$ cat src/sv/kvs_pkg.sv
// Shared types and constants for the keyframe vector sampler.
package kvs_pkg;

    // Operation codes of an input request
    localparam logic OP_WRITE  = 1'b0;
    localparam logic OP_SAMPLE = 1'b1;

    // Result case codes
    localparam logic [1:0] CASE_FIRST  = 2'd0;
    localparam logic [1:0] CASE_INTERP = 2'd1;
    localparam logic [1:0] CASE_LAST   = 2'd2;

    // Register map: register index taken from paddr[2]
    localparam int          PADDR_W         = 3;
    localparam logic        REG_KEY_COUNT   = 1'b0;
    localparam logic [6:0]  KEY_COUNT_RESET = 7'd1;

    // Fraction division: 1 integer step plus 16 fraction steps
    localparam logic [4:0]  DIV_LAST_STEP = 5'd16;
    localparam logic [1:0]  COMP_LAST     = 2'd2;

    typedef struct packed {
        logic               operation;
        logic [5:0]         key_index;
        logic [31:0]        key_time;
        logic [31:0]        sample_time;
        logic signed [31:0] value_x;
        logic signed [31:0] value_y;
        logic signed [31:0] value_z;
    } t_in_req;

    typedef struct packed {
        logic signed [31:0] out_x;
        logic signed [31:0] out_y;
        logic signed [31:0] out_z;
        logic [5:0]         segment;
        logic [1:0]         case_taken;
    } t_out_req;

    typedef enum logic [2:0] {
        ST_IDLE,
        ST_READ0,
        ST_CHECK0,
        ST_SCAN,
        ST_DIVIDE,
        ST_MULTIPLY,
        ST_ACCUM,
        ST_DONE
    } t_state;

    // Controller to datapath
    typedef struct packed {
        logic write_entry;  // store the input request in the key table
        logic scan_start;   // latch query time, restart the read index
        logic idx_inc;      // advance the read index
        logic take_first;   // result is entry 0
        logic keep_prev;    // current entry becomes the earlier key
        logic latch_span;   // bracketing pair found, set up the division
        logic hold_last;    // result is the last entry
        logic div_step;     // one quotient bit
        logic mul;          // one component product
        logic accum;        // add product to the earlier value
        logic out_load;     // move the result into the output register
    } t_cmd;

    // Datapath to controller
    typedef struct packed {
        logic one_key;
        logic first_hit;
        logic bracket;
        logic at_last;
        logic div_done;
        logic comp_last;
        logic out_free;
    } t_sts;

endpackage

$ cat src/sv/kvs_ctrl.sv
// Sequencing state machine of the keyframe vector sampler.
module kvs_ctrl (
    input  logic          i_clk,
    input  logic          i_rst_n,
    input  logic          i_in_valid,
    input  logic          i_operation,
    input  kvs_pkg::t_sts i_sts,
    output kvs_pkg::t_cmd o_cmd,
    output logic          o_in_stall
);

    kvs_pkg::t_state r_state;
    kvs_pkg::t_state n_state;
    logic            accept;

    assign accept     = i_in_valid && (r_state == kvs_pkg::ST_IDLE);
    assign o_in_stall = (r_state != kvs_pkg::ST_IDLE);

    // State register
    always_ff @(posedge i_clk) begin
        if (!i_rst_n) begin
            r_state <= kvs_pkg::ST_IDLE;
        end else begin
            r_state <= n_state;
        end
    end

    // Next state
    always_comb begin
        n_state = r_state;
        case (r_state)
            kvs_pkg::ST_IDLE: begin
                if (accept && i_operation == kvs_pkg::OP_SAMPLE) begin
                    n_state = kvs_pkg::ST_READ0;
                end
            end
            kvs_pkg::ST_READ0: begin
                n_state = kvs_pkg::ST_CHECK0;
            end
            kvs_pkg::ST_CHECK0: begin
                if (i_sts.one_key || i_sts.first_hit) begin
                    n_state = kvs_pkg::ST_DONE;
                end else begin
                    n_state = kvs_pkg::ST_SCAN;
                end
            end
            kvs_pkg::ST_SCAN: begin
                if (i_sts.bracket) begin
                    n_state = kvs_pkg::ST_DIVIDE;
                end else if (i_sts.at_last) begin
                    n_state = kvs_pkg::ST_DONE;
                end
            end
            kvs_pkg::ST_DIVIDE: begin
                if (i_sts.div_done) begin
                    n_state = kvs_pkg::ST_MULTIPLY;
                end
            end
            kvs_pkg::ST_MULTIPLY: begin
                n_state = kvs_pkg::ST_ACCUM;
            end
            kvs_pkg::ST_ACCUM: begin
                if (i_sts.comp_last) begin
                    n_state = kvs_pkg::ST_DONE;
                end else begin
                    n_state = kvs_pkg::ST_MULTIPLY;
                end
            end
            kvs_pkg::ST_DONE: begin
                if (i_sts.out_free) begin
                    n_state = kvs_pkg::ST_IDLE;
                end
            end
            default: begin
                n_state = kvs_pkg::ST_IDLE;
            end
        endcase
    end

    // Commands
    always_comb begin
        o_cmd = '0;
        case (r_state)
            kvs_pkg::ST_IDLE: begin
                o_cmd.write_entry = accept && (i_operation == kvs_pkg::OP_WRITE);
                o_cmd.scan_start  = accept && (i_operation == kvs_pkg::OP_SAMPLE);
            end
            kvs_pkg::ST_READ0: begin
                o_cmd.idx_inc = 1'b1;
            end
            kvs_pkg::ST_CHECK0: begin
                if (i_sts.one_key || i_sts.first_hit) begin
                    o_cmd.take_first = 1'b1;
                end else begin
                    o_cmd.keep_prev = 1'b1;
                    o_cmd.idx_inc   = 1'b1;
                end
            end
            kvs_pkg::ST_SCAN: begin
                if (i_sts.bracket) begin
                    o_cmd.latch_span = 1'b1;
                end else if (i_sts.at_last) begin
                    o_cmd.hold_last = 1'b1;
                end else begin
                    o_cmd.keep_prev = 1'b1;
                    o_cmd.idx_inc   = 1'b1;
                end
            end
            kvs_pkg::ST_DIVIDE: begin
                o_cmd.div_step = 1'b1;
            end
            kvs_pkg::ST_MULTIPLY: begin
                o_cmd.mul = 1'b1;
            end
            kvs_pkg::ST_ACCUM: begin
                o_cmd.accum = 1'b1;
            end
            kvs_pkg::ST_DONE: begin
                o_cmd.out_load = i_sts.out_free;
            end
            default: begin
                o_cmd = '0;
            end
        endcase
    end

endmodule

$ cat config.mk
export PLATFORM = sky130hd
export DESIGN_NAME = kvs_ctrl
export DESIGN_NICKNAME = d
export VERILOG_FILES = /design/src/sv/kvs_pkg.sv /design/src/sv/kvs_ctrl.sv
export SDC_FILE = /design/constraint.sdc
export NUM_CORES = 1
export LEC_CHECK = 0
export BUFFER_PORTS_ARGS = -buffer_cell sky130_fd_sc_hd__buf_4
export CAP_MARGIN = 5
export CORE_AREA = 2 2 39 41
export CTS_BUF_LIST = sky130_fd_sc_hd__clkbuf_8
export CTS_CLUSTER_SIZE = 12
export DETAILED_ROUTE_END_ITERATION = 8
export DIE_AREA = 0 0 41 43
export GPL_ROUTABILITY_DRIVEN = 0
export PLACE_DENSITY = 0.58
export SYNTH_ARGS = -nofsm -noshare
export SYNTH_HDL_FRONTEND = slang
export SYNTH_SLANG_ARGS = --single-unit
$ cat constraint.sdc
create_clock -name i_clk -period 1.5 [get_ports i_clk]
set_input_delay 0.15 -clock i_clk [delete_from_list [all_inputs] [get_ports i_clk]]
set_output_delay 0.15 -clock i_clk [all_outputs]
set_load 0.05 [all_outputs]
==> flow_metrics.env <==
export IMPL_outcome="complete, but fails checks"
export IMPL_failed_checks="negative setup slack"
export IMPL_largest_reg_flops=3
export IMPL_seqPwrFrac=0.162
export IMPL_required_ns=1.35
export IMPL_cp_top_family="simple AND/OR/NAND/NOR gates"
export IMPL_fp_coreArea_um2=1380
export IMPL_period_share=1.00
export IMPL_synth_fa_ha_area_frac=0
export IMPL_syn_mean_instance_area_um2=6.63
export IMPL_slowest_delay_ns=0.42
export IMPL_met2_usage=0.216
export IMPL_clock_path_buffers=2
export IMPL_multi_input_area_um2=305
export IMPL_grt_usage=0.147
export IMPL_drive_gt1_frac=0.602
export IMPL_cts_max_level=1
export IMPL_start_util=0.240
export IMPL_synth_seq_cells=3
export IMPL_die_height_um=43
export IMPL_min_from="i_rst_n"
export IMPL_critPathCaptureType="output pin"
export IMPL_antenna_found_initial=0
export IMPL_p_comb_frac=0.544
export IMPL_cts_hold_repair_buffers=0
export IMPL_synth_compound_area_frac=0.253
export IMPL_finalNonFillerCells=99
export IMPL_tns_ns=-0.00736
export IMPL_finClkSkew_ns=0.00281
export IMPL_r2r_setup_slack_ns=0.19
export IMPL_die_w_um=41
export IMPL_layout_top_registers="r_state: 3 flops"
export IMPL_fin_nets=95
export IMPL_wl_mm=1.15
export IMPL_path_buf_inv=1
export IMPL_ir_worst_vdd_v=0.000495
export IMPL_tightest_slew_ns=0.284
export IMPL_worst_setup_path_type="reg2out"
export IMPL_num_vias=471
export IMPL_finalCriticalPeriod_ns=1.51
export IMPL_postLayoutSetupSlackWorst_ns=-0.00736
export IMPL_area_growth_pct=109
export IMPL_grt_pass1_vias=404
export IMPL_switchingPower_w=0.000327
export IMPL_worstPathMaxFanout=6
export IMPL_ios=23
export IMPL_rsz0062_at_grt="true"
export IMPL_antenna_left=0
export IMPL_drt_pass1_iterations=2
export IMPL_fin_total_pwr_w=0.000788
export IMPL_setup_viol=1
export IMPL_wl_per_cell_um=11.6
export IMPL_maxCapViolCount=0
export IMPL_insertion_delay_ns=0.22
export IMPL_synth_top_area_frac=0.181
export IMPL_clock_sinks=3
export IMPL_ff2ff_path_depth=5
export IMPL_cts_buffers=3
export IMPL_max_freq_ghz=0.663
export IMPL_tritoncts="done"
export IMPL_dp_slack_ns=0.122
export IMPL_grt_max_degree=8
export IMPL_seqCellArea_um2=67.6
export IMPL_port_buffers=22
export IMPL_synthMuxAreaShare=0.0302
export IMPL_regMostFlops="r_state"
export IMPL_synthesis_instances=50
export IMPL_rr_startpoint="r_state[0]$_SDFFE_PN0P_"
export IMPL_ys_warn_count=0
export IMPL_via_per_inst=4.76
export IMPL_drv_slew=0
export IMPL_use_met1=0.178
export IMPL_grt_remaining_overflow=0
export IMPL_r2r_end="r_state[1]$_SDFFE_PN0P_"
export IMPL_power_density_nw_per_um2=1140
export IMPL_synth_top_cell_by_area="dfxtp_1"
export IMPL_dp_hpwl_um=781
export IMPL_grt_pass1_wl_mm=1.72
export IMPL_power_leakage_nw=0.341
export IMPL_path_clk_slew_ns=0.03
export IMPL_top_usage_layer="met2"
export IMPL_route_detailed_drc=0
export IMPL_maxSlewHeadroom=0.809
export IMPL_clock_power_share=0.294
export IMPL_dp_cells=89
export IMPL_crit_chain="or3_4 > nor3b_4 > buf_6"
export IMPL_sw_frac_of_total=0.414
export IMPL_startpoint_type="flip-flop"
export IMPL_synth_cell_type_count=24
export IMPL_crit_arrival_ns=1.36
export IMPL_hp_class="in2reg"
export IMPL_num_rows=14
export IMPL_synth_top_family_by_area="simple AND/OR/NAND/NOR gates"
export IMPL_whs_path_depth=3
export IMPL_slowest_stage="or3_4"
export IMPL_synth_simple_gate_area_share=0.460
export IMPL_fill_cells=154
export IMPL_synth_xor_area_frac=0
export IMPL_ys_top_cells_by_area="dfxtp_1 (18%), nor3b_1 (9.1%), nor2_1 (7.9%)"
export IMPL_drt_initial_drc_count=5
export IMPL_clockRootBuffer="clkbuf_8"
export IMPL_n_antenna_cell=0
export IMPL_syn_cell_area_um2=332
export IMPL_min_to="r_state[0]$_SDFFE_PN0P_"
export IMPL_die_area_um2=1760
export IMPL_use_met3=0.0681
export IMPL_seq_area_frac_synth=0.181
export IMPL_internal_power_w=0.000462
export IMPL_hold_violations=0
export IMPL_syn_nets=61
-- worst min-delay path, stage by stage --
cell,delay (ns)
buf_4,0.13
o31ai_1,0.06
a31oi_1,0.04
-- layer usage --
| metal | part of all wire | routed length, um |
|---|---|---|
| met4 | 0.0070 | 8 |
| met2 | 0.46 | 531 |
| met1 | 0.44 | 502 |
| met3 | 0.093 | 107 |
| met5 | 0 | 0 |
-- synthesized netlist by cell type --
library cell,n
nand2_2,1
dfxtp_1,3
nor3_1,2
or3_1,1
o21ai_0,4
a21oi_1,3
nor4b_1,2
a221o_1,1
or3_4,1
o31ai_1,1
and3_1,1
nand2_1,4
nor2_1,7
mux2i_1,1
buf_2,2
o22ai_1,1
a31oi_1,1
clkbuf_1,1
nor3b_1,4
nor2b_1,1
o21ai_1,2
and3b_1,2
inv_1,3
o21ai_2,1
-- logic make-up (layout without fill, tap and decap cells) --
logic type / after synthesis / after routing
flops: 3 / 3
buf+inv: 6 / 39
mux: 1 / 1
simple gates: 26 / 26
compound gates: 14 / 14
-- worst max path at each step --
| stage | from | end | cells after the start |
|---|---|---|---|
| after floorplan | r_state[2]$_SDFFE_PN0P_ | o_cmd[7] | 2 |
| after CTS | r_state[0]$_SDFFE_PN0P_ | o_cmd[10] | 3 |
| final | r_state[1]$_SDFFE_PN0P_ | o_cmd[10] | 3 |
| after detailed placement | r_state[1]$_SDFFE_PN0P_ | o_cmd[10] | 3 |
| after global placement | r_state[1]$_SDFFE_PN0P_ | o_cmd[10] | 3 |
| after global routing | r_state[1]$_SDFFE_PN0P_ | o_cmd[10] | 3 |
-- timing repair --
action,in CTS,in global routing
setup endpoints to repair,3,3
pin swaps,2,1
setup buffers,6,0
resized for setup,3,2
-- power groups by stage --
| stage | combinational (W) | clock [W] | sequential, W |
|---|---|---|---|
| after detailed placement | 0.000351 | 0 | 0.000139 |
| final | 0.000429 | 0.000231 | 0.000128 |
| after global placement | 0.000350 | 0 | 0.000139 |
| after global routing | 0.000459 | 0.000247 | 0.000130 |
| after CTS | 0.000422 | 0.000230 | 0.000124 |
| after floorplan | 0.000267 | 0 | 0.000113 |
-- final cells by class --
class                           count  area share
Timing Repair Buffer               32       0.352
Tap cell                           16      0.0289
Inverter                            3      0.0162
Clock inverter                      1     0.00542
Sequential cell                     3      0.0975
Clock buffer                        3      0.0596
Multi-Input combinational cell     41       0.440
-- cell usage in the layout, fill, tap and decap left out, drive strengths merged --
master | synthesis | routed
nor2b | 1 | 1
nor3b | 4 | 4
nor3 | 2 | 2
clkbuf | 1 | 3
nor2 | 7 | 7
and3 | 1 | 1
and3b | 2 | 2
inv | 3 | 4
a221o | 1 | 1
a21oi | 3 | 3
dfxtp | 3 | 3
nor4b | 2 | 2
or3 | 2 | 2
o21ai | 7 | 7
o31ai | 1 | 1
a31oi | 1 | 1
mux2i | 1 | 1
buf | 2 | 32
nand2 | 5 | 5
o22ai | 1 | 1
-- metrics by stage --
step / cell area, um^2 / util / hold WS (ns)
CTS: 679 / 0.491 / 0.205
global placement: 581 / 0.420 / 0.431
floorplan: 379 / - / 0.272
global route: 693 / 0.501 / 0.203
detailed placement: 581 / 0.420 / 0.428
finish: 693 / 0.501 / 0.197
Note: power is estimated with default switching activity, not from simulation.
